$ cat config.mk
export PLATFORM = sky130hd
export DESIGN_NAME = line_follow_stop_ramp_control_flat
export DESIGN_NICKNAME = d
export VERILOG_FILES = /design/src/lfsrc_pkg.sv /design/src/lfsrc_if.sv /design/src/lfsrc_div.sv /design/src/lfsrc_ctrl.sv /design/src/lfsrc_dp.sv /design/src/line_follow_stop_ramp_control.sv /design/src/flat_wrapper.sv
export VERILOG_INCLUDE_DIRS = /design/src /design/src/src
export SDC_FILE = /design/constraint.sdc
export NUM_CORES = 2
export LEC_CHECK = 0
export ABC_AREA = 1
export BUFFER_PORTS_ARGS = -buffer_cell sky130_fd_sc_hd__buf_4
export CAP_MARGIN = 25
export CORE_UTILIZATION = 23
export CTS_CLUSTER_SIZE = 8
export DETAILED_ROUTE_END_ITERATION = 8
export GPL_ROUTABILITY_DRIVEN = 0
export SLEW_MARGIN = 20
export SYNTH_ARGS = -nofsm -noshare
export SYNTH_HDL_FRONTEND = slang
export SYNTH_HIERARCHICAL = 1
export SYNTH_SLANG_ARGS = --single-unit
export TNS_END_PERCENT = 5
$ cat constraint.sdc
create_clock -name clock -period 15.23 [get_ports clock]
set_input_delay 0 -clock clock [delete_from_list [all_inputs] [get_ports clock]]
set_output_delay 0 -clock clock [all_outputs]
set_load 0.02 [all_outputs]
$ cat src/assert_macros.svh
// Assertion macros used by the top-level RTL file.
`ifndef ASSERT_MACROS_SVH
`define ASSERT_MACROS_SVH

`ifndef SYNTHESIS
// same-cycle implication
`define ASSERT_IMPLY(label, clk, rst, ante, cons, msg) \
   label: assert property (@(posedge clk) disable iff (rst) (ante) |-> (cons)) \
      else $error(msg);
// next-cycle implication
`define ASSERT_NEXT(label, clk, rst, ante, cons, msg) \
   label: assert property (@(posedge clk) disable iff (rst) (ante) |=> (cons)) \
      else $error(msg);
`else
`define ASSERT_IMPLY(label, clk, rst, ante, cons, msg)
`define ASSERT_NEXT(label, clk, rst, ante, cons, msg)
`endif

`endif

$ cat src/lfsrc_pkg.sv
// Shared types, widths and constants of the line-follower drive sequencer.
package lfsrc_pkg;

   localparam int unsigned REQ_W      = 2;
   localparam int unsigned TIME_W     = 32;
   localparam int unsigned FLAGS_W    = 8;
   localparam int unsigned DEV_W      = 13;
   localparam int unsigned SPEED_W    = 14;
   localparam int unsigned FRAMES_W   = 8;
   localparam int unsigned RAMP_W     = 16;
   localparam int unsigned TARGET_W   = 16;
   localparam int unsigned Q16_W      = 17;
   localparam int unsigned PROD_W     = 2 * Q16_W;
   localparam int unsigned CSR_ADDR_W = 2;
   localparam int unsigned CSR_DATA_W = 16;
   localparam int unsigned DIV_STEPS  = RAMP_W;
   localparam int unsigned STEP_W     = $clog2(DIV_STEPS);

   // request codes
   localparam logic [REQ_W-1:0] REQ_START = 2'd0;
   localparam logic [REQ_W-1:0] REQ_LINE  = 2'd1;
   localparam logic [REQ_W-1:0] REQ_DRIVE = 2'd2;

   // register indexes
   localparam logic [CSR_ADDR_W-1:0] CSR_BASE_SPEED  = 2'd0;
   localparam logic [CSR_ADDR_W-1:0] CSR_STOP_FRAMES = 2'd1;
   localparam logic [CSR_ADDR_W-1:0] CSR_RAMP_TIME   = 2'd2;

   localparam logic [SPEED_W-1:0]  BASE_SPEED_RST  = 14'd590;
   localparam logic [FRAMES_W-1:0] STOP_FRAMES_RST = 8'd3;
   localparam logic [RAMP_W-1:0]   RAMP_TIME_RST   = 16'd800;

   localparam logic [TIME_W-1:0]   LINE_START_MS  = 32'd15000;
   localparam logic [TIME_W-1:0]   LOST_STOP_MS   = 32'd500;
   localparam logic [2:0]          LINE_BLACK_MIN = 3'd3;
   localparam logic [FRAMES_W-1:0] FRAMES_MAX     = 8'hFF;
   localparam logic [Q16_W-1:0]    Q16_ONE        = 17'h10000;

   typedef enum logic [3:0] {
      ST_IDLE,
      ST_DECODE,
      ST_UP_INIT,
      ST_DIV_UP,
      ST_SQ_UP,
      ST_UP_SAVE,
      ST_DN_INIT,
      ST_DIV_DN,
      ST_SQ_DN,
      ST_DN_SAVE,
      ST_MUL_RAMP,
      ST_MUL_SPEED,
      ST_FINISH
   } ctrl_state_type;

   typedef enum logic [1:0] {
      MUL_F_SQ,
      MUL_G_SQ,
      MUL_RAMP,
      MUL_SPEED
   } mul_sel_type;

   typedef enum logic {
      UP_FULL,
      UP_PROD
   } up_src_type;

   typedef enum logic [1:0] {
      DN_FULL,
      DN_ZERO,
      DN_PROD
   } dn_src_type;

   typedef struct packed {
      logic        load_req;
      logic        calc_time;
      logic        div_init;
      logic        div_sel_es;
      logic        div_step;
      logic        mul_go;
      mul_sel_type mul_sel;
      logic        up_load;
      up_src_type  up_src;
      logic        dn_load;
      dn_src_type  dn_src;
      logic        commit;
   } dp_cmd_type;

   typedef struct packed {
      logic [REQ_W-1:0] req_type;
      logic             run_stopped;
      logic             stop_wait;
      logic             el_lt_ramp;
      logic             es_lt_ramp;
      logic             out_free;
   } dp_status_type;

   typedef struct packed {
      logic                  we;
      logic [CSR_ADDR_W-1:0] addr;
      logic [CSR_DATA_W-1:0] wdata;
   } csr_wr_type;

endpackage

$ cat src/lfsrc_if.sv
// Channel interfaces: request, response and register write.
interface lfsrc_req_if
   import lfsrc_pkg::*;
();
   logic                    valid;
   logic                    ready;
   logic [REQ_W-1:0]        req_type;
   logic [TIME_W-1:0]       now_ms;
   logic [FLAGS_W-1:0]      black_flags;
   logic signed [DEV_W-1:0] deviation;

   modport source (output valid, req_type, now_ms, black_flags, deviation, input ready);
   modport sink   (input valid, req_type, now_ms, black_flags, deviation, output ready);
endinterface

interface lfsrc_rsp_if
   import lfsrc_pkg::*;
();
   logic                       valid;
   logic                       ready;
   logic                       drive_valid;
   logic                       stop_motor;
   logic signed [TARGET_W-1:0] left_target;
   logic signed [TARGET_W-1:0] right_target;
   logic                       is_stopped;
   logic                       stop_armed;
   logic [FRAMES_W-1:0]        frame_count;
   logic [TIME_W-1:0]          lap_time_ms;

   modport source (output valid, drive_valid, stop_motor, left_target, right_target,
                   is_stopped, stop_armed, frame_count, lap_time_ms, input ready);
   modport sink   (input valid, drive_valid, stop_motor, left_target, right_target,
                   is_stopped, stop_armed, frame_count, lap_time_ms, output ready);
endinterface

interface lfsrc_csr_if
   import lfsrc_pkg::*;
();
   logic                  valid;
   logic                  ready;
   logic [CSR_ADDR_W-1:0] addr;
   logic [CSR_DATA_W-1:0] wdata;

   modport source (output valid, addr, wdata, input ready);
   modport sink   (input valid, addr, wdata, output ready);
endinterface

$ cat src/lfsrc_div.sv
// Restoring divider: Q16 fraction numer/denom, one quotient bit per cycle while step is high.
module lfsrc_div
   import lfsrc_pkg::*;
(
   input  logic              clock,
   input  logic              init,
   input  logic              step,
   input  logic [RAMP_W-1:0] numer,
   input  logic [RAMP_W-1:0] denom,
   output logic [RAMP_W-1:0] quo
);

   logic [RAMP_W-1:0] rem_ff, rem_in;
   logic [RAMP_W-1:0] quo_ff, quo_in;
   logic [RAMP_W+1:0] trial;

   // numer < denom, so the remainder always fits RAMP_W bits
   assign trial = {1'b0, rem_ff, 1'b0} - {2'b00, denom};

   always_comb begin
      rem_in = rem_ff;
      quo_in = quo_ff;
      if (init) begin
         rem_in = numer;
         quo_in = '0;
      end else if (step) begin
         rem_in = trial[RAMP_W+1] ? {rem_ff[RAMP_W-2:0], 1'b0} : trial[RAMP_W-1:0];
         quo_in = {quo_ff[RAMP_W-2:0], ~trial[RAMP_W+1]};
      end
   end

   always_ff @(posedge clock) begin
      rem_ff <= rem_in;
      quo_ff <= quo_in;
   end

   assign quo = quo_ff;

endmodule

$ cat src/lfsrc_ctrl.sv
// Sequencer FSM: steps the datapath through one request.
module lfsrc_ctrl
   import lfsrc_pkg::*;
(
   input  logic          clock,
   input  logic          reset,
   input  logic          req_valid,
   output logic          req_ready,
   input  dp_status_type status,
   output dp_cmd_type    cmd
);

   localparam logic [STEP_W-1:0] STEP_LAST = STEP_W'(DIV_STEPS - 1);

   ctrl_state_type    state_ff, state_in;
   logic [STEP_W-1:0] step_ff, step_in;

   always_comb begin
      state_in = state_ff;
      unique case (state_ff)
         ST_IDLE: begin
            if (req_valid) state_in = ST_DECODE;
         end
         ST_DECODE: begin
            if (status.req_type == REQ_DRIVE && !status.run_stopped) state_in = ST_UP_INIT;
            else state_in = ST_FINISH;
         end
         ST_UP_INIT: begin
            state_in = status.el_lt_ramp ? ST_DIV_UP : ST_DN_INIT;
         end
         ST_DIV_UP: begin
            if (step_ff == STEP_LAST) state_in = ST_SQ_UP;
         end
         ST_SQ_UP:   state_in = ST_UP_SAVE;
         ST_UP_SAVE: state_in = ST_DN_INIT;
         ST_DN_INIT: begin
            if (status.stop_wait && status.es_lt_ramp) state_in = ST_DIV_DN;
            else state_in = ST_MUL_RAMP;
         end
         ST_DIV_DN: begin
            if (step_ff == STEP_LAST) state_in = ST_SQ_DN;
         end
         ST_SQ_DN:     state_in = ST_DN_SAVE;
         ST_DN_SAVE:   state_in = ST_MUL_RAMP;
         ST_MUL_RAMP:  state_in = ST_MUL_SPEED;
         ST_MUL_SPEED: state_in = ST_FINISH;
         ST_FINISH: begin
            if (status.out_free) state_in = ST_IDLE;
         end
         default: state_in = ST_IDLE;
      endcase
   end

   assign step_in = (state_ff == ST_DIV_UP || state_ff == ST_DIV_DN) ? step_ff + 1'b1 : '0;

   always_comb begin
      cmd         = '0;
      cmd.mul_sel = MUL_F_SQ;
      cmd.up_src  = UP_FULL;
      cmd.dn_src  = DN_FULL;
      req_ready   = 1'b0;
      unique case (state_ff)
         ST_IDLE: begin
            req_ready    = 1'b1;
            cmd.load_req = req_valid;
         end
         ST_DECODE: cmd.calc_time = 1'b1;
         ST_UP_INIT: begin
            if (status.el_lt_ramp) begin
               cmd.div_init = 1'b1;
            end else begin
               cmd.up_load = 1'b1;
               cmd.up_src  = UP_FULL;
            end
         end
         ST_DIV_UP: cmd.div_step = 1'b1;
         ST_SQ_UP: begin
            cmd.mul_go  = 1'b1;
            cmd.mul_sel = MUL_F_SQ;
         end
         ST_UP_SAVE: begin
            cmd.up_load = 1'b1;
            cmd.up_src  = UP_PROD;
         end
         ST_DN_INIT: begin
            if (!status.stop_wait) begin
               cmd.dn_load = 1'b1;
               cmd.dn_src  = DN_FULL;
            end else if (status.es_lt_ramp) begin
               cmd.div_init   = 1'b1;
               cmd.div_sel_es = 1'b1;
            end else begin
               cmd.dn_load = 1'b1;
               cmd.dn_src  = DN_ZERO;
            end
         end
         ST_DIV_DN: cmd.div_step = 1'b1;
         ST_SQ_DN: begin
            cmd.mul_go  = 1'b1;
            cmd.mul_sel = MUL_G_SQ;
         end
         ST_DN_SAVE: begin
            cmd.dn_load = 1'b1;
            cmd.dn_src  = DN_PROD;
         end
         ST_MUL_RAMP: begin
            cmd.mul_go  = 1'b1;
            cmd.mul_sel = MUL_RAMP;
         end
         ST_MUL_SPEED: begin
            cmd.mul_go  = 1'b1;
            cmd.mul_sel = MUL_SPEED;
         end
         ST_FINISH: cmd.commit = status.out_free;
         default: ;
      endcase
   end

   always_ff @(posedge clock) begin
      if (reset) begin
         state_ff <= ST_IDLE;
         step_ff  <= '0;
      end else begin
         state_ff <= state_in;
         step_ff  <= step_in;
      end
   end

endmodule

$ cat src/lfsrc_dp.sv
// Datapath: run state, registers, divider, shared multiplier, result register.
module lfsrc_dp
   import lfsrc_pkg::*;
(
   input  logic                       clock,
   input  logic                       reset,
   input  dp_cmd_type                 cmd,
   output dp_status_type              status,
   input  csr_wr_type                 csr_wr,
   input  logic [REQ_W-1:0]           req_type,
   input  logic [TIME_W-1:0]          now_ms,
   input  logic [FLAGS_W-1:0]         black_flags,
   input  logic signed [DEV_W-1:0]    deviation,
   input  logic                       rsp_ready,
   output logic                       rsp_valid,
   output logic                       drive_valid,
   output logic                       stop_motor,
   output logic signed [TARGET_W-1:0] left_target,
   output logic signed [TARGET_W-1:0] right_target,
   output logic                       is_stopped,
   output logic                       stop_armed,
   output logic [FRAMES_W-1:0]        frame_count,
   output logic [TIME_W-1:0]          lap_time_ms
);

   // registers
   logic [SPEED_W-1:0]  base_speed_ff;
   logic [FRAMES_W-1:0] stop_frames_ff;
   logic [RAMP_W-1:0]   ramp_time_ff;

   // latched request and working values
   logic [REQ_W-1:0]        type_ff;
   logic [TIME_W-1:0]       now_ff;
   logic [FLAGS_W-1:0]      flags_ff;
   logic signed [DEV_W-1:0] dev_ff;
   logic [TIME_W-1:0]       el_ff, es_ff;
   logic [Q16_W-1:0]        up_ff, dn_ff;
   logic [PROD_W-1:0]       prod_ff;

   // run state
   logic [TIME_W-1:0]   lap_origin_ff, lap_origin_in;
   logic [TIME_W-1:0]   stop_start_ff, stop_start_in;
   logic [TIME_W-1:0]   lost_start_ff, lost_start_in;
   logic                lost_armed_ff, lost_armed_in;
   logic                stopped_ff, stopped_in;
   logic                pending_ff, pending_in;
   logic [FRAMES_W-1:0] frames_ff, frames_in;
   logic [TIME_W-1:0]   frozen_ff, frozen_in;

   // result register
   logic                rsp_valid_ff;
   logic                drive_ff, stop_ff;
   logic [TARGET_W-1:0] left_ff, right_ff;
   logic                is_stopped_ff, armed_ff;
   logic [FRAMES_W-1:0] count_ff;
   logic [TIME_W-1:0]   lap_ff;

   logic                drive_c, stop_now_c;
   logic [TARGET_W-1:0] left_c, right_c;

   logic [RAMP_W-1:0] div_numer, quo;
   logic [Q16_W-1:0]  g_q16, mul_a, mul_b, prod_hi;
   logic [TARGET_W-1:0] ramped, dev_ext;
   logic [2:0]          black_cnt;
   logic [FRAMES_W-1:0] frames_sat;
   logic                out_free;

   always_ff @(posedge clock) begin
      if (reset) begin
         base_speed_ff  <= BASE_SPEED_RST;
         stop_frames_ff <= STOP_FRAMES_RST;
         ramp_time_ff   <= RAMP_TIME_RST;
      end else if (csr_wr.we) begin
         unique case (csr_wr.addr)
            CSR_BASE_SPEED:  base_speed_ff  <= csr_wr.wdata[SPEED_W-1:0];
            CSR_STOP_FRAMES: stop_frames_ff <= csr_wr.wdata[FRAMES_W-1:0];
            CSR_RAMP_TIME:   ramp_time_ff   <= csr_wr.wdata[RAMP_W-1:0];
            default: ;
         endcase
      end
   end

   always_ff @(posedge clock) begin
      if (cmd.load_req) begin
         type_ff  <= req_type;
         now_ff   <= now_ms;
         flags_ff <= black_flags;
         dev_ff   <= deviation;
      end
      if (cmd.calc_time) begin
         el_ff <= now_ff - lap_origin_ff;
         es_ff <= now_ff - stop_start_ff;
      end
   end

   assign div_numer = cmd.div_sel_es ? es_ff[RAMP_W-1:0] : el_ff[RAMP_W-1:0];

   lfsrc_div u_div (
      .clock (clock),
      .init  (cmd.div_init),
      .step  (cmd.div_step),
      .numer (div_numer),
      .denom (ramp_time_ff),
      .quo   (quo)
   );

   // shared multiplier, one product per command
   assign g_q16   = Q16_ONE - {1'b0, quo};
   assign prod_hi = prod_ff[Q16_W+15:16];

   always_comb begin
      unique case (cmd.mul_sel)
         MUL_F_SQ: begin
            mul_a = {1'b0, quo};
            mul_b = {1'b0, quo};
         end
         MUL_G_SQ: begin
            mul_a = g_q16;
            mul_b = g_q16;
         end
         MUL_RAMP: begin
            mul_a = up_ff;
            mul_b = dn_ff;
         end
         MUL_SPEED: begin
            mul_a = {{(Q16_W-SPEED_W){1'b0}}, base_speed_ff};
            mul_b = prod_hi;
         end
         default: begin
            mul_a = '0;
            mul_b = '0;
         end
      endcase
   end

   always_ff @(posedge clock) begin
      if (cmd.mul_go) prod_ff <= mul_a * mul_b;
      if (cmd.up_load) up_ff <= (cmd.up_src == UP_PROD) ? prod_hi : Q16_ONE;
      if (cmd.dn_load) begin
         unique case (cmd.dn_src)
            DN_FULL: dn_ff <= Q16_ONE;
            DN_ZERO: dn_ff <= '0;
            DN_PROD: dn_ff <= Q16_ONE - prod_hi;
            default: dn_ff <= '0;
         endcase
      end
   end

   // commit of one request
   assign ramped     = prod_ff[TARGET_W+15:16];
   assign dev_ext    = {{(TARGET_W-DEV_W){dev_ff[DEV_W-1]}}, dev_ff};
   assign black_cnt  = {2'b00, flags_ff[3]} + {2'b00, flags_ff[4]}
                     + {2'b00, flags_ff[5]} + {2'b00, flags_ff[6]};
   assign frames_sat = (frames_ff == FRAMES_MAX) ? frames_ff : frames_ff + 1'b1;

   always_comb begin
      lap_origin_in = lap_origin_ff;
      stop_start_in = stop_start_ff;
      lost_start_in = lost_start_ff;
      lost_armed_in = lost_armed_ff;
      stopped_in    = stopped_ff;
      pending_in    = pending_ff;
      frames_in     = frames_ff;
      frozen_in     = frozen_ff;
      drive_c       = 1'b0;
      stop_now_c    = 1'b0;
      left_c        = '0;
      right_c       = '0;
      unique case (type_ff)
         REQ_START: begin
            lap_origin_in = now_ff;
            stopped_in    = 1'b0;
            pending_in    = 1'b0;
            lost_armed_in = 1'b0;
            frames_in     = '0;
            frozen_in     = '0;
         end
         REQ_LINE: begin
            if (!stopped_ff && !pending_ff && el_ff >= LINE_START_MS) begin
               if (black_cnt >= LINE_BLACK_MIN) begin
                  frames_in = frames_sat;
                  if (frames_sat >= stop_frames_ff) begin
                     pending_in    = 1'b1;
                     stop_start_in = now_ff;
                  end
               end else begin
                  frames_in = '0;
               end
            end
         end
         REQ_DRIVE: begin
            if (!stopped_ff) begin
               if (flags_ff == '0) begin
                  lost_armed_in = 1'b1;
                  // first white frame starts the lost-line timer
                  lost_start_in = lost_armed_ff ? lost_start_ff : now_ff;
                  stop_now_c    = (now_ff - lost_start_in) >= LOST_STOP_MS;
               end else begin
                  lost_armed_in = 1'b0;
               end
               if (pending_ff && dn_ff == '0) stop_now_c = 1'b1;
               if (stop_now_c) begin
                  stopped_in = 1'b1;
                  frozen_in  = el_ff;
               end else begin
                  drive_c = 1'b1;
                  left_c  = ramped + dev_ext;
                  right_c = ramped - dev_ext;
               end
            end
         end
         default: ;
      endcase
   end

   always_ff @(posedge clock) begin
      if (reset) begin
         lap_origin_ff <= '0;
         stop_start_ff <= '0;
         lost_start_ff <= '0;
         lost_armed_ff <= 1'b0;
         stopped_ff    <= 1'b0;
         pending_ff    <= 1'b0;
         frames_ff     <= '0;
         frozen_ff     <= '0;
      end else if (cmd.commit) begin
         lap_origin_ff <= lap_origin_in;
         stop_start_ff <= stop_start_in;
         lost_start_ff <= lost_start_in;
         lost_armed_ff <= lost_armed_in;
         stopped_ff    <= stopped_in;
         pending_ff    <= pending_in;
         frames_ff     <= frames_in;
         frozen_ff     <= frozen_in;
      end
   end

   // result register
   assign out_free = !rsp_valid_ff || rsp_ready;

   always_ff @(posedge clock) begin
      if (reset) rsp_valid_ff <= 1'b0;
      else if (cmd.commit) rsp_valid_ff <= 1'b1;
      else if (rsp_ready) rsp_valid_ff <= 1'b0;
   end

   always_ff @(posedge clock) begin
      if (cmd.commit) begin
         drive_ff      <= drive_c;
         stop_ff       <= stop_now_c;
         left_ff       <= left_c;
         right_ff      <= right_c;
         is_stopped_ff <= stopped_in;
         armed_ff      <= pending_in;
         count_ff      <= frames_in;
         lap_ff        <= stopped_in ? frozen_in : '0;
      end
   end

   assign status.req_type    = type_ff;
   assign status.run_stopped = stopped_ff;
   assign status.stop_wait   = pending_ff;
   assign status.el_lt_ramp  = el_ff < {{(TIME_W-RAMP_W){1'b0}}, ramp_time_ff};
   assign status.es_lt_ramp  = es_ff < {{(TIME_W-RAMP_W){1'b0}}, ramp_time_ff};
   assign status.out_free    = out_free;

   assign rsp_valid    = rsp_valid_ff;
   assign drive_valid  = drive_ff;
   assign stop_motor   = stop_ff;
   assign left_target  = signed'(left_ff);
   assign right_target = signed'(right_ff);
   assign is_stopped   = is_stopped_ff;
   assign stop_armed   = armed_ff;
   assign frame_count  = count_ff;
   assign lap_time_ms  = lap_ff;

endmodule

$ cat src/line_follow_stop_ramp_control.sv
// Line-follower drive sequencer top level: FSM plus datapath.
// A drive update with soft start and soft stop both active runs two 16-step serial
// divisions and four multiplier passes, with one of them active one division and three
// passes, with neither two passes; other requests skip the arithmetic. A stalled
// result register holds the FSM in its finish state until the result is taken.
// Reset (synchronous, active high) clears run state, loads register defaults.
`include "assert_macros.svh"

module line_follow_stop_ramp_control
   import lfsrc_pkg::*;
(
   input  logic        clock,
   input  logic        reset,
   lfsrc_req_if.sink   req_chan,
   lfsrc_rsp_if.source rsp_chan,
   lfsrc_csr_if.sink   csr_chan
);

   dp_cmd_type    dp_cmd;
   dp_status_type dp_status;
   csr_wr_type    csr_wr;

   // register writes are always taken
   assign csr_chan.ready = 1'b1;
   assign csr_wr.we      = csr_chan.valid;
   assign csr_wr.addr    = csr_chan.addr;
   assign csr_wr.wdata   = csr_chan.wdata;

   lfsrc_ctrl u_ctrl (
      .clock     (clock),
      .reset     (reset),
      .req_valid (req_chan.valid),
      .req_ready (req_chan.ready),
      .status    (dp_status),
      .cmd       (dp_cmd)
   );

   lfsrc_dp u_dp (
      .clock        (clock),
      .reset        (reset),
      .cmd          (dp_cmd),
      .status       (dp_status),
      .csr_wr       (csr_wr),
      .req_type     (req_chan.req_type),
      .now_ms       (req_chan.now_ms),
      .black_flags  (req_chan.black_flags),
      .deviation    (req_chan.deviation),
      .rsp_ready    (rsp_chan.ready),
      .rsp_valid    (rsp_chan.valid),
      .drive_valid  (rsp_chan.drive_valid),
      .stop_motor   (rsp_chan.stop_motor),
      .left_target  (rsp_chan.left_target),
      .right_target (rsp_chan.right_target),
      .is_stopped   (rsp_chan.is_stopped),
      .stop_armed   (rsp_chan.stop_armed),
      .frame_count  (rsp_chan.frame_count),
      .lap_time_ms  (rsp_chan.lap_time_ms)
   );

   logic req_xfer, rsp_running, drive_and_stop;

   assign req_xfer       = req_chan.valid && req_chan.ready;
   assign rsp_running    = rsp_chan.valid && !rsp_chan.is_stopped;
   assign drive_and_stop = rsp_chan.drive_valid && rsp_chan.stop_motor;

   `ASSERT_NEXT(a_busy_after_transfer, clock, reset, req_xfer, !req_chan.ready, "taken while busy")
   `ASSERT_IMPLY(a_commit_slot_free, clock, reset, dp_cmd.commit, dp_status.out_free, "overwrite")
   `ASSERT_IMPLY(a_lap_zero_running, clock, reset, rsp_running, rsp_chan.lap_time_ms == '0, "lap time")
   `ASSERT_IMPLY(a_drive_or_stop, clock, reset, rsp_chan.valid, !drive_and_stop, "drive and stop")

endmodule
$ cat src/flat_wrapper.sv
// flat-port wrapper written by rule: the top's interface ports become plain ports
module line_follow_stop_ramp_control_flat import lfsrc_pkg::*;
  (clock, reset, req_chan_valid, req_chan_req_type, req_chan_now_ms, req_chan_black_flags, req_chan_deviation, req_chan_ready, rsp_chan_valid, rsp_chan_drive_valid, rsp_chan_stop_motor, rsp_chan_left_target, rsp_chan_right_target, rsp_chan_is_stopped, rsp_chan_stop_armed, rsp_chan_frame_count, rsp_chan_lap_time_ms, rsp_chan_ready, csr_chan_valid, csr_chan_addr, csr_chan_wdata, csr_chan_ready);
  lfsrc_req_if req_chan_i ();
  lfsrc_rsp_if rsp_chan_i ();
  lfsrc_csr_if csr_chan_i ();
  input  logic clock;
  input  logic reset;
  input wire logic [$bits(req_chan_i.valid)-1:0] req_chan_valid;
  input wire logic [$bits(req_chan_i.req_type)-1:0] req_chan_req_type;
  input wire logic [$bits(req_chan_i.now_ms)-1:0] req_chan_now_ms;
  input wire logic [$bits(req_chan_i.black_flags)-1:0] req_chan_black_flags;
  input wire logic [$bits(req_chan_i.deviation)-1:0] req_chan_deviation;
  output wire logic [$bits(req_chan_i.ready)-1:0] req_chan_ready;
  output wire logic [$bits(rsp_chan_i.valid)-1:0] rsp_chan_valid;
  output wire logic [$bits(rsp_chan_i.drive_valid)-1:0] rsp_chan_drive_valid;
  output wire logic [$bits(rsp_chan_i.stop_motor)-1:0] rsp_chan_stop_motor;
  output wire logic [$bits(rsp_chan_i.left_target)-1:0] rsp_chan_left_target;
  output wire logic [$bits(rsp_chan_i.right_target)-1:0] rsp_chan_right_target;
  output wire logic [$bits(rsp_chan_i.is_stopped)-1:0] rsp_chan_is_stopped;
  output wire logic [$bits(rsp_chan_i.stop_armed)-1:0] rsp_chan_stop_armed;
  output wire logic [$bits(rsp_chan_i.frame_count)-1:0] rsp_chan_frame_count;
  output wire logic [$bits(rsp_chan_i.lap_time_ms)-1:0] rsp_chan_lap_time_ms;
  input wire logic [$bits(rsp_chan_i.ready)-1:0] rsp_chan_ready;
  input wire logic [$bits(csr_chan_i.valid)-1:0] csr_chan_valid;
  input wire logic [$bits(csr_chan_i.addr)-1:0] csr_chan_addr;
  input wire logic [$bits(csr_chan_i.wdata)-1:0] csr_chan_wdata;
  output wire logic [$bits(csr_chan_i.ready)-1:0] csr_chan_ready;
  assign req_chan_i.valid = req_chan_valid;
  assign req_chan_i.req_type = req_chan_req_type;
  assign req_chan_i.now_ms = req_chan_now_ms;
  assign req_chan_i.black_flags = req_chan_black_flags;
  assign req_chan_i.deviation = req_chan_deviation;
  assign req_chan_ready = req_chan_i.ready;
  assign rsp_chan_valid = rsp_chan_i.valid;
  assign rsp_chan_drive_valid = rsp_chan_i.drive_valid;
  assign rsp_chan_stop_motor = rsp_chan_i.stop_motor;
  assign rsp_chan_left_target = rsp_chan_i.left_target;
  assign rsp_chan_right_target = rsp_chan_i.right_target;
  assign rsp_chan_is_stopped = rsp_chan_i.is_stopped;
  assign rsp_chan_stop_armed = rsp_chan_i.stop_armed;
  assign rsp_chan_frame_count = rsp_chan_i.frame_count;
  assign rsp_chan_lap_time_ms = rsp_chan_i.lap_time_ms;
  assign rsp_chan_i.ready = rsp_chan_ready;
  assign csr_chan_i.valid = csr_chan_valid;
  assign csr_chan_i.addr = csr_chan_addr;
  assign csr_chan_i.wdata = csr_chan_wdata;
  assign csr_chan_ready = csr_chan_i.ready;
  line_follow_stop_ramp_control u_core (.clock(clock), .reset(reset), .req_chan(req_chan_i), .rsp_chan(rsp_chan_i), .csr_chan(csr_chan_i));
endmodule
---- Yosys cells after proc, flatten, opt, wreduce, memory -nomap -nowiden ----
Cells that the tools add are included.
word-level totals
  output and inout port bits .............. 79
  input port bits ......................... 78
  logic and storage cells ................. 172
  bits in registers ....................... 480
operators by class
  reductions and logical operators ........ 32
  add/sub/neg operators ................... 13
  equal/unequal tests ..................... 27
  magnitude comparators ................... 6
  mux-type cells .......................... 56
  multipliers ............................. 1
  bitwise logic cells ..................... 4
operators by type and width
  kind                      number
  $pmux W17 S4              2
  $mux W32                  3
  $sub A32 B32 Y32          3
  $lt A32 B16 Y1            2
  $mux W16                  4
  $pmux W32 S2              1
  $pmux W4 S13              1
  $pmux W17 S2              1
  $mul A17 B17 Y33          1
  $ge A32 B14 Y1 const B    1
  $ge A32 B9 Y1 const B     1
  $eq A4 B4 Y1 const B      6
  $mux W4                   6
  $mux W8                   3
  $mux W1                   21
  $sub A17 B16 Y18          1
  $logic_not A17 Y1         1
  $sub A17 B16 Y17 const A  1
  $sub A17 B17 Y17 const A  1
  $add A16 B16 Y16          1
  $eq A4 B3 Y1 const B      4
  $pmux W8 S2               1
  $sub A16 B16 Y16          1
  $pmux W3 S4               1
  other kinds (32)          71

---- Logic depth before layout (Yosys ltp) ----
  depth in word-level cells ............... 10
  mapped depth ............................ 40
  depth with buffers taken out ............ 38

---- Cells and area by module ----
Netlist, hierarchy kept.
modules (own cells, without submodules)
  module                         seq. area each (µm²)  cells each  times used  area each (µm²)
  lfsrc_dp                       10,920.5              4,418       1           34,543.1
  lfsrc_div                      800.8                 369         1           2,557.5
  lfsrc_ctrl                     160.2                 99          1           621.8
  line_follow_stop_ramp_control  0.0                   2           1           11.3

---- Worst setup path before layout ----
Ideal clock, no wire load.
  path kind ............................... flip-flop to flip-flop
  from .................................... register u_core.u_dp.rsp_valid_ff (netlist: u_core/u_dp/rsp_valid)
  to ...................................... register u_core.u_dp.lap_origin_ff[22]
  cell stages (with the launch flop) ...... 9
  setup slack ............................. 5.323 ns
  required time ........................... 15.102 ns
  buffers on the path ..................... 2
  arrival time ............................ 9.779 ns
  setup time .............................. 0.128 ns
  period minus slack after synthesis ...... 9.907 ns
  path through ............................ dfxtp_1 nand2_1 buf_4 inv_1 nor4_1 nand2_1 clkbuf_1 o21ai_0 a21oi_1
RTL lines
  element                 RTL line         source
  from (decl)             lfsrc_dp.sv:51   logic rsp_valid_ff;
  from (signal assigned)  lfsrc_dp.sv:242  if (reset) rsp_valid_ff <= 1'b0;
  from (signal assigned)  lfsrc_dp.sv:243  else if (cmd.commit) rsp_valid_ff <= 1'b1;
  from (signal assigned)  lfsrc_dp.sv:244  else if (rsp_ready) rsp_valid_ff <= 1'b0;
  to (signal assigned)    lfsrc_dp.sv:227  lap_origin_ff <= lap_origin_in;
  to (decl)               lfsrc_dp.sv:41   logic [TIME_W-1:0] lap_origin_ff, lap_origin_in;

==> results.json <==
{
  "run_status": "completed",
  "setup_viol": 0,
  "clk_pin_slew_ps": 50,
  "totalNegativeSetupSlack_ps": 0,
  "groute.usage.overall_pct": 13.85,
  "global_route_wire_length_before_repair_um": 178300,
  "antenna_found_initial": 9,
  "endpoint_kind": "flip-flop",
  "fin_nets": 5689,
  "final_critical_period_ps": 9793,
  "hold_slack_ps": 54.71,
  "drt_iter0_markers": 2559,
  "route.detailed.drc": 0,
  "synth_area_sq_mm": 0.03773,
  "area.growth.synth_to_final_pct": 17.68,
  "synth-warning-count": 6,
  "postRouteWirelength_um": 115700,
  "ys_seq_elements": 463,
  "vias_per_cell": 4.480,
  "post-dp-hpwl_um": 90940,
  "std_cell_rows": 148,
  "worstSkewPairLatency_ps": 680,
  "post-place-cells": 7109,
  "final_report_max_slew_violation_count": 0,
  "worst_stage_delay_on_the_critical_path_ps": 930,
  "postSynthNetCount": 5478,
  "layout_worst_path_cycle_share_pct": 64.30,
  "crit_path_frequent_cell": "inv_1",
  "die_y_um": 407.0,
  "finish.cell_count_without_fillers": 7329,
  "max_cap_viol_count": 0,
  "synth_seq_area_share_pct": 31.49,
  "timing.setup.critical_path_class": "reg -> reg",
  "firstDrtPassIters": 7,
  "timing.slew.headroom_pct": 25.41,
  "design_area_sq_mm": 0.04440,
  "port_buffers": 155,
  "starting_density_pct": 23.18,
  "cts-root-buf": "clkbuf_16",
  "critical-path-top-delay-family": "adder cells",
  "post_synth_inst_count": 4888,
  "cts_buffers": 70,
  "max_slew.worst_pin.slew_ps": 1119,
  "dr_total_vias": 32830,
  "clock-skew-final_ps": 58.69,
  "syn_area_per_cell_sq_um": 7.720,
  "synth_flop_cell": "edfxtp_1",
  "ff2ff_path_depth": 31,
  "htreeDepth": 3,
  "route.antenna.remaining_nets": 0,
  "synth_cell_type_count": 59,
  "design.die.area_sq_mm": 0.1657,
  "timing_hold_violations_final": 0,
  "first_global_vias": 32150,
  "cp-start-kind": "flip-flop",
  "placed_area_sq_mm": 0.04123,
  "cts_resized": 0,
  "fmax_ghz": 0.1021,
  "critical_path.slowest_cell": "a21oi_1",
  "timing.critical_path.fanout_max": 31,
  "die_width_um": 407.0,
  "worstSetupPathDepth": 31,
  "holdCritPathClass": "in -> reg",
  "cts.sinks": 463,
  "clock_path_buffers": 3,
  "tritoncts": "done",
  "worst-endpoint-required_ps": 15620,
  "worstPathArrival_ps": 10190,
  "worstPathBufferInverterCount": 9,
  "ys_async_sr_fraction_pct": 0,
  "grt_max_degree": 100,
  "core_sq_mm": 0.1628,
  "worstHoldPathCells": 2,
  "top_level_i_o_count": 157,
  "synth_enable_flop_cells": 261,
  "drive_above_1_share_pct": 7.709,
  "global_route_total_overflow": 0,
  "grt_setup_unrepaired": "false",
  "wire_per_inst_um": 15.78
}
-- final cells by class --
type | instances | area [sq um]
fillers | 17520 | 118400
multi-input cells | 3313 | 21580
flip-flops and latches | 463 | 11880
inverters | 972 | 3650
well taps | 2175 | 2721
repair buffers | 279 | 2385
clock buffers | 112 | 1929
clock inverters | 11 | 244.0
diodes | 4 | 10.01
-- worst register-to-register path: cells and delay by family (launching register included) --
family	cells	cell delay (ps)
simple gates	10	2610
buf+inv	9	1690
flops	1	440
xor+xnor	1	150
compound gates	4	1440
fa+ha+maj	7	3200
-- per-layer routing --
layer | part of all wire, % | wire [um] | GRT usage [%] | up-vias
li1 | - | - | - | 15980
met1 | 43 | 50280 | 17.60 | 15580
met2 | 45 | 52310 | 22.50 | 1034
met3 | 6.3 | 7271 | 2.553 | 235
met4 | 5.0 | 5752 | 6.688 | 6
met5 | 0.039 | 45 | 0 | -
-- what timing repair did --
item,CTS,global route
buffers inserted,0,0
hold endpoints to repair,127,0
hold buffers,89,0
-- layout by cell type (no fill, tap or decap), types with 13 or more instances in the layout --
master         netlist  routed
a21boi_0            13      13
a21oi_1            383     381
a21oi_2             11      13
a31oi_1             18      18
buf_4                7     185
clkbuf_1           107      40
clkbuf_16            0      70
clkinv_1            13      14
dfxtp_1            202     201
dlygate4sd3_1        0      89
edfxtp_1           261     261
fa_1               228     228
ha_1               284     284
inv_1              951     951
nand2_1           1131    1130
nand2_2             30      30
nand3_1            184     184
nand3b_1            16      16
nand4_1             35      35
nor2_1             326     324
nor2_2              15      16
nor2_4              23      24
nor3_1              42      41
nor4_1              26      25
o211ai_1            20      20
o21ai_0            280     278
o21ai_1             12      14
o22ai_1             20      20
xnor2_1             41      41
xor2_1              71      71
-- Yosys cell counts (12+ instances only) --
master / count / area share, %
fa_1: 228 / 12
nand2_1: 1131 / 11
o21ai_1: 12 / 0.16
nor4_1: 26 / 0.43
nor2_1: 326 / 3.2
nor2_4: 23 / 0.69
o211ai_1: 20 / 0.40
inv_1: 951 / 9.5
clkinv_1: 13 / 0.13
a21boi_0: 13 / 0.26
dfxtp_1: 202 / 11
nor3_1: 42 / 0.56
a31oi_1: 18 / 0.30
a21oi_1: 383 / 5.1
o21ai_0: 280 / 3.7
xnor2_1: 41 / 0.95
nand2_2: 30 / 0.50
o22ai_1: 20 / 0.33
nor2_2: 15 / 0.25
o21bai_1: 12 / 0.24
nand3b_1: 16 / 0.32
nand3_1: 184 / 2.4
xor2_1: 71 / 1.6
clkbuf_1: 107 / 1.1
buf_2: 16 / 0.21
nand4_1: 35 / 0.58
edfxtp_1: 261 / 21
ha_1: 284 / 9.4
-- path summary, 6_finish.rpt --
path                                             start                                   endpoint  slack, ps
max             u_core/u_ctrl/state_ff[3]$_SDFFE_PP0P_          u_core/u_dp/prod_ff[29]$_DFFE_PP_       5440
min                                req_chan_now_ms[26]           u_core/u_dp/now_ff[26]$_DFFE_PP_         50
max reg2reg     u_core/u_ctrl/state_ff[3]$_SDFFE_PP0P_          u_core/u_dp/prod_ff[29]$_DFFE_PP_       5440
min reg2reg  u_core/u_dp/lost_start_ff[9]$_SDFFE_PP0P_  u_core/u_dp/lost_start_ff[9]$_SDFFE_PP0P_        440
-- sequential cells by signal (all words and copies together), names as in the netlist, 17 cells and up --
signal	cells
u_core/u_dp/dn_ff	17
u_core/u_dp/el_ff	32
u_core/u_dp/es_ff	32
u_core/u_dp/frozen_ff	32
u_core/u_dp/lap_origin_ff	32
u_core/u_dp/lap_time_ms	32
u_core/u_dp/lost_start_ff	32
u_core/u_dp/now_ff	32
u_core/u_dp/prod_ff	17
u_core/u_dp/stop_start_ff	32
u_core/u_dp/up_ff	17
-- logic make-up (layout without fill, tap and decap cells) --
| family | after synthesis | count (layout) | synth area share, % |
|---|---|---|---|
| and+or+nand+nor | 1869 | 1869 | 21.15 |
| adders and majority gates | 512 | 512 | 21.51 |
| AOI/OAI and AO/OA | 819 | 819 | 11.83 |
| xor gates and xnor gates | 112 | 112 | 2.600 |
| other | 1 | 5 | 0.009938 |
| DFF | 463 | 463 | 31.49 |
| buffers and inverters | 1112 | 1374 | 11.41 |
-- metrics by stage --
step | util, % | worst slack (ps)
floorplan | - | 5323
global placement | 25.32 | 6111
detailed placement | 25.33 | 5713
CTS | 27.22 | 5644
global route | 27.28 | 4911
finish | 27.28 | 5437
Power is not shown: default switching activity piles up to over one toggle a cycle in this logic, so the estimate is an artifact.
